`config.mk`:
```
export PLATFORM = sky130hd
export DESIGN_NAME = sit_div_cell
export DESIGN_NICKNAME = d
export VERILOG_FILES = /design/src/rtl/sit_div_cell.sv
export SDC_FILE = /design/constraint.sdc
export NUM_CORES = 1
export LEC_CHECK = 0
export BUFFER_PORTS_ARGS = -buffer_cell sky130_fd_sc_hd__clkbuf_2
export CAP_MARGIN = 30
export CORE_AREA = 5 5 205 207
export CTS_CLUSTER_SIZE = 28
export DETAILED_ROUTE_END_ITERATION = 8
export DIE_AREA = 0 0 210 212
export PLACE_DENSITY = 0.69
export SETUP_SLACK_MARGIN = 0.4
export SLEW_MARGIN = 20
export SYNTH_ARGS = -nofsm -noshare
export SYNTH_HDL_FRONTEND = slang
export SYNTH_SLANG_ARGS = --single-unit
```
`constraint.sdc`:
```
create_clock -name clk -period 4.2 [get_ports clk]
set_input_delay 0.42 -clock clk [delete_from_list [all_inputs] [get_ports clk]]
set_output_delay 0.42 -clock clk [all_outputs]
set_load 0.01 [all_outputs]
```
`src/rtl/sit_div_cell.sv`:
```
// ----------------------------------------------------------------------------
// Segment intersection test divider cell
// One restoring division step for the x and y quotients, which share a divisor.
// ----------------------------------------------------------------------------
`timescale 1ns / 1ps

module sit_div_cell #(
    parameter int DW = 51,
    parameter int NB = 28
) (
    input  logic          clk,
    input  logic [DW-1:0] d_in,
    input  logic [DW:0]   rx_in,
    input  logic [DW:0]   ry_in,
    input  logic [NB-1:0] nbx_in,
    input  logic [NB-1:0] nby_in,
    input  logic [NB-1:0] qx_in,
    input  logic [NB-1:0] qy_in,
    output logic [DW-1:0] d_out,
    output logic [DW:0]   rx_out,
    output logic [DW:0]   ry_out,
    output logic [NB-1:0] nbx_out,
    output logic [NB-1:0] nby_out,
    output logic [NB-1:0] qx_out,
    output logic [NB-1:0] qy_out
);

    logic [DW:0]   rx_shift;
    logic [DW:0]   ry_shift;
    logic [DW:0]   d_ext;
    logic          gex;
    logic          gey;

    logic [DW-1:0] d_reg;
    logic [DW:0]   rx_reg;
    logic [DW:0]   ry_reg;
    logic [NB-1:0] nbx_reg;
    logic [NB-1:0] nby_reg;
    logic [NB-1:0] qx_reg;
    logic [NB-1:0] qy_reg;

    logic [DW:0]   rx_next;
    logic [DW:0]   ry_next;
    logic [NB-1:0] nbx_next;
    logic [NB-1:0] nby_next;
    logic [NB-1:0] qx_next;
    logic [NB-1:0] qy_next;

    // The incoming remainder is below the divisor, so its top bit is zero.
    always_comb
    begin
        d_ext    = {1'b0, d_in};
        rx_shift = {rx_in[DW-1:0], nbx_in[NB-1]};
        ry_shift = {ry_in[DW-1:0], nby_in[NB-1]};
        gex      = (rx_shift >= d_ext);
        gey      = (ry_shift >= d_ext);
        rx_next  = gex ? (rx_shift - d_ext) : rx_shift;
        ry_next  = gey ? (ry_shift - d_ext) : ry_shift;
        nbx_next = {nbx_in[NB-2:0], 1'b0};
        nby_next = {nby_in[NB-2:0], 1'b0};
        qx_next  = {qx_in[NB-2:0], gex};
        qy_next  = {qy_in[NB-2:0], gey};
    end

    always_ff @(posedge clk)
    begin
        d_reg   <= d_in;
        rx_reg  <= rx_next;
        ry_reg  <= ry_next;
        nbx_reg <= nbx_next;
        nby_reg <= nby_next;
        qx_reg  <= qx_next;
        qy_reg  <= qy_next;
    end

    assign d_out   = d_reg;
    assign rx_out  = rx_reg;
    assign ry_out  = ry_reg;
    assign nbx_out = nbx_reg;
    assign nby_out = nby_reg;
    assign qx_out  = qx_reg;
    assign qy_out  = qy_reg;

endmodule

```
==> results of run 1 <==
-- path summary, 6_finish.rpt --
kind | slack (ps) | cells after the start | end
setup / recovery | 490 | 15 | rx_out[28]
hold / removal | 70 | 1 | d_out[1]
-- routing by layer --
metal  global-route usage  routed length, microns  vias to the layer above  part of all wire
li1                     -                       -                     6509                 -
met3               0.0370                    3190                      118             0.061
met4               0.0938                    2340                        6             0.045
met2                0.398                   26500                      491              0.51
met1                0.243                   20000                     6252              0.38
met5                    0                      44                        -           0.00084
-- logic make-up after synthesis --
kind of cell    synth area share
compound gates             0.209
simple gates               0.143
flops                      0.415
buf+inv                   0.0509
fa+ha+maj                  0.103
xor+xnor                  0.0602
mux                       0.0190
other cells             0.000293
-- layout make-up --
type	count	area, sq um	share of cell area
multi-input cells	1048	6890	0.370
flip-flops and latches	265	5310	0.285
repair buffers	717	4500	0.242
clock buffers	33	741	0.0398
well taps	532	666	0.0358
inverters	83	312	0.0167
clock inverters	18	166	0.00895
diodes	9	22.5	0.00121
-- registers in the layout (all words and copies together), names as in the netlist --
register  count
qx_out       28
rx_out       52
nbx_out      27
nby_out      27
qy_out       28
ry_out       52
d_out        51
-- worst max-delay path, cell delays in order --
cell	delay, ps
dlygate4sd3_1	540
clkbuf_2	120
inv_1	100
ha_1	470
nand4_1	290
or4_1	490
nor3_1	150
buf_4	140
nand4_1	90
nand2_1	120
a311oi_2	60
o41a_2	520
buf_12	200
inv_2	100
mux2_2	330
-- per-stage QoR --
stage / hold slack [ps] / setup WS, ps / instances
2_1_floorplan: 448 / 1040 / 1458
3_3_place_gp: 523 / 332 / 2480
3_5_place_dp: 524 / 321 / 2480
4_1_cts: 27.9 / 426 / 2689
5_1_grt: 54.0 / 358 / 2705
6_report: 68.0 / 492 / 2705
-- synthesized netlist by cell type, types with 8 or more instances --
| library cell | number | share of area |
|---|---|---|
| dfxtp_1 | 265 | 0.41 |
| a21oi_1 | 165 | 0.065 |
| nand2_1 | 158 | 0.046 |
| nor2_1 | 104 | 0.031 |
| ha_1 | 102 | 0.10 |
| o21ai_0 | 89 | 0.035 |
| inv_1 | 82 | 0.024 |
| xnor2_1 | 53 | 0.036 |
| a21o_1 | 48 | 0.028 |
| xor2_1 | 35 | 0.024 |
| nand4_1 | 30 | 0.015 |
| clkbuf_1 | 27 | 0.0079 |
| nor3_1 | 27 | 0.011 |
| nand3_1 | 21 | 0.0082 |
| o21bai_1 | 19 | 0.011 |
| buf_2 | 17 | 0.0066 |
| o31ai_1 | 17 | 0.010 |
| mux2_2 | 15 | 0.013 |
| o21a_1 | 13 | 0.0076 |
| a31oi_1 | 10 | 0.0049 |
| o21ai_1 | 9 | 0.0035 |
| and2_1 | 8 | 0.0039 |
-- what timing repair did --
action                                 4_1_cts  5_1_grt
buffers inserted                             0        6
setup endpoints to repair                    0       56
hold buffers                               158        0
resized for setup                            0       12
endpoints found under the hold margin      158        0
-- where the power goes --
part | internal (mW) | switching [mW] | leakage (nW)
registers | 2.82 | 0.101 | 2.24
logic | 0.908 | 1.22 | 6.33
clock network | 1.39 | 1.08 | 0.444
total | 5.12 | 2.40 | 9.01
==> impl_metrics.py, run 1 <==
metrics = {
    "floorplan": {
        "rows": 74,
        "die_h_microns": 212,
        "die_area_sq_um": 44500,
        "ios": 535,
        "start_util": 0.318,
        "core_sq_um": 40200,
        "dieWidth_microns": 210,
    },
    "synth": {
        "synth_edf_count": 0,
        "seq_area_frac_synth": 0.415,
        "synth_seq_cells": 265,
        "yosysWarnings": 0,
        "synth_flop_cell": "dfxtp_1",
        "ys_async_sr_fraction": 0,
        "syn_area_sq_um": 12800,
        "synth_area_per_cell_sq_um": 8.78,
        "netlist_instances": 1457,
        "synth.distinct_cells": 73,
    },
    "route": {
        "drt_iter0_markers": 723,
        "wl_per_cell_microns": 19.3,
        "via_count": 13400,
        "drt-total-wl_microns": 52100,
        "ant_nets": 0,
        "drc": 0,
        "firstDrtPassIters": 7,
        "via_per_inst": 4.94,
    },
    "worst_setup_path": {
        "cp_max_fo": 58,
        "crit_arrival_ps": 4170,
        "crit_start": "d_in[38]",
        "start_kind": "input port",
        "worstSetupPathType": "input port to flip-flop",
        "crit_required_ps": 4660,
        "end_kind": "flip-flop",
    },
    "global_route": {
        "grt_pass1_wl_microns": 75800,
        "grt_pass1_vias": 13400,
        "antenna_found_initial": 12,
        "grt_overflow": 0,
        "track_usage": 0.215,
        "grt_max_degree": 59,
    },
    "sta": {
        "period_minus_slack_ps": 3710,
        "fin_crit_sh": 0.883,
        "worst_pin_slew_ps": 668,
        "tns_ps": 0,
        "hold_viol": 0,
        "relSlewSlack": 0.543,
        "fmax_mhz": 270,
        "setup_violations": 0,
        "finalMaxSlewViolations": 0,
        "rsz0062_at_grt": "true",
    },
    "clocking": {
        "cts_root_buf": "clkbuf_16",
        "clock_tree.buffer_depth": 3,
        "cts_inserted_buffers": 28,
        "cts_tree": "yes",
        "cts.htree.levels": 1,
        "cts_sinks": 265,
        "clk_pin_slew_worst_paths_ps": 70,
    },
    "cells_and_area": {
        "fin_util": 0.463,
        "nets": 2515,
        "area_delta_synth_final_pct": 45.4,
        "fin_area_sq_um": 18600,
        "final_cell_mix": "clkbuf_2, dfxtp_1, a21oi_1",
        "drive_gt1_frac": 0.299,
        "layout_commonest_cell": "clkbuf_2",
        "fill_cells": 3852,
    },
    "power_and_ir_drop": {
        "p_leak_nw": 9.01,
        "total_power_mw": 7.52,
        "power_density_nw_per_um2": 404,
        "vdd_ir_drop_max_uv": 294,
    },
    "placed_design": {
        "placed_area_sq_um": 16000,
        "hpwl_microns": 40300,
        "port_buffers": 528,
        "place_congestion": 0.961,
    },
    "status": {
        "status": "completed",
    },
    "worst_hold_path": {
        "min_path_type": "input port to flip-flop",
        "hp-start": "d_in[1]",
    },
    "flow_run": {
        "maxCapViolations": 0,
    },
}
Note: power is estimated with default switching activity, not from simulation.
==> run 2, diff against run 1 <==
--- a/config.mk
+++ b/config.mk
@@ -7,11 +7,11 @@
 export LEC_CHECK = 0
 export BUFFER_PORTS_ARGS = -buffer_cell sky130_fd_sc_hd__clkbuf_2
 export CAP_MARGIN = 30
-export CORE_AREA = 5 5 205 207
+export CORE_AREA = 5 5 208 210
 export CTS_CLUSTER_SIZE = 28
 export DETAILED_ROUTE_END_ITERATION = 8
-export DIE_AREA = 0 0 210 212
-export PLACE_DENSITY = 0.69
+export DIE_AREA = 0 0 213 215
+export PLACE_DENSITY = 0.68
 export SETUP_SLACK_MARGIN = 0.4
 export SLEW_MARGIN = 20
 export SYNTH_ARGS = -nofsm -noshare
==> constraint.sdc (replaced) <==
create_clock -name clk -period 4.2 [get_ports clk]
set_input_delay 1.26 -clock clk [delete_from_list [all_inputs] [get_ports clk]]
set_output_delay 1.26 -clock clk [all_outputs]
set_load 0.01 [all_outputs]
==> impl_metrics.py, run 2 (synthesis results as in run 1) <==
metrics = {
    "status": {
        "status": "completed",
    },
    "sta": {
        "hold_ws_ps": 809,
        "tns_ps": 0,
        "rsz0062_at_grt": "true",
        "setup_violations": 0,
        "period_minus_slack_ps": 3750,
        "fmax_mhz": 266,
        "relSlewSlack": 0.597,
        "fin_crit_sh": 0.894,
        "finalMaxSlewViolations": 0,
        "hold_viol": 0,
        "worst_pin_slew_ps": 600,
    },
    "worst_setup_path": {
        "end_kind": "flip-flop",
        "cp_max_fo": 7,
        "crit_required_ps": 4640,
        "crit_arrival_ps": 4190,
        "worstSetupPathType": "input port to flip-flop",
        "start_kind": "input port",
    },
    "floorplan": {
        "core_sq_um": 41400,
        "ios": 535,
        "rows": 75,
        "start_util": 0.309,
        "die_area_sq_um": 45800,
        "dieWidth_microns": 213,
        "die_h_microns": 215,
    },
    "route": {
        "drt_iter0_markers": 770,
        "via_count": 13300,
        "drc": 0,
        "drt-total-wl_microns": 52200,
        "via_per_inst": 4.87,
        "ant_nets": 0,
        "firstDrtPassIters": 5,
        "wl_per_cell_microns": 19.1,
    },
    "cells_and_area": {
        "drive_gt1_frac": 0.406,
        "final_cell_mix": "clkbuf_2, dfxtp_1, buf_4",
        "nets": 2539,
        "fin_util": 0.458,
        "layout_commonest_cell": "clkbuf_2",
        "area_delta_synth_final_pct": 48.0,
        "fill_cells": 4012,
    },
    "global_route": {
        "grt_pass1_wl_microns": 76200,
        "track_usage": 0.212,
        "grt_overflow": 0,
        "antenna_found_initial": 7,
        "grt_pass1_vias": 13500,
        "grt_max_degree": 25,
    },
    "clocking": {
        "cts_root_buf": "clkbuf_16",
        "clk_pin_slew_worst_paths_ps": 60,
        "cts_sinks": 265,
        "clock_tree.buffer_depth": 3,
        "cts_inserted_buffers": 28,
        "cts_tree": "yes",
        "cts.htree.levels": 1,
    },
    "placed_design": {
        "place_congestion": 0.951,
        "port_buffers": 528,
        "hpwl_microns": 44200,
    },
    "power_and_ir_drop": {
        "p_leak_nw": 9.33,
        "total_power_mw": 7.73,
        "power_density_nw_per_um2": 408,
        "vdd_ir_drop_max_uv": 274,
    },
    "flow_run": {
        "maxCapViolations": 0,
    },
    "worst_hold_path": {
        "min_path_type": "input port to flip-flop",
    },
}
run 2: worst max-delay path, stage by stage:
cell and delay (ps):
buf_4 100, inv_4 50, ha_4 270, nand4_1 210, or4_4 610, nor3_4 240, nand4_1 170, nand2_1 130
a311oi_2 50, o41a_4 570, buf_6 160, inv_6 70, mux2_4 300
run 2: metrics by stage:
| step | cell area, sq um | instances | setup slack (ps) |
|---|---|---|---|
| global route | 18900 | 2732 | 352 |
| CTS | 18500 | 2717 | 375 |
| finish | 18900 | 2733 | 446 |
| detailed placement | 17500 | 2665 | -351 |
| floorplan | 13000 | 1458 | 402 |
| global placement | 17500 | 2665 | -344 |
run 2: power breakdown:
| group | internal [mW] | total, mW | switching, mW |
|---|---|---|---|
| clock network | 1.44 | 2.48 | 1.04 |
| logic | 1.05 | 2.33 | 1.29 |
| registers | 2.82 | 2.91 | 0.0951 |
| total | 5.31 | 7.73 | 2.42 |
run 2: per-layer routing:
layer	vias to the layer above	wire length, microns	global-route usage
li1	6557	-	-
met1	6177	20100	0.240
met2	469	26700	0.392
met3	91	3320	0.0328
met4	4	2040	0.0849
met5	-	27	0
run 2: timing repair:
item,4_1_cts,5_1_grt
cloned,0,3
gates resized for setup,5,84
setup endpoints to repair,42,86
pin swaps,1,18
hold buffers,0,0
setup buffers,0,8
run 2: worst paths after layout:
check,slack [ps],from,endpoint,depth (start not counted)
setup / recovery,450,d_in[38],rx_out[28],13
hold / removal,810,qx_in[15],qx_out[16],1
run 2: cell type report:
class / count / area, sq um / area share
inverter: 83 / 327 / 0.0172
antenna: 5 / 12.5 / 0.000661
clock buffer: 38 / 790 / 0.0417
sequential: 265 / 5310 / 0.280
clock inverter: 14 / 139 / 0.00733
timing repair buffer: 741 / 4390 / 0.232
multi-input combinational: 1048 / 7300 / 0.386
tap: 539 / 674 / 0.0356
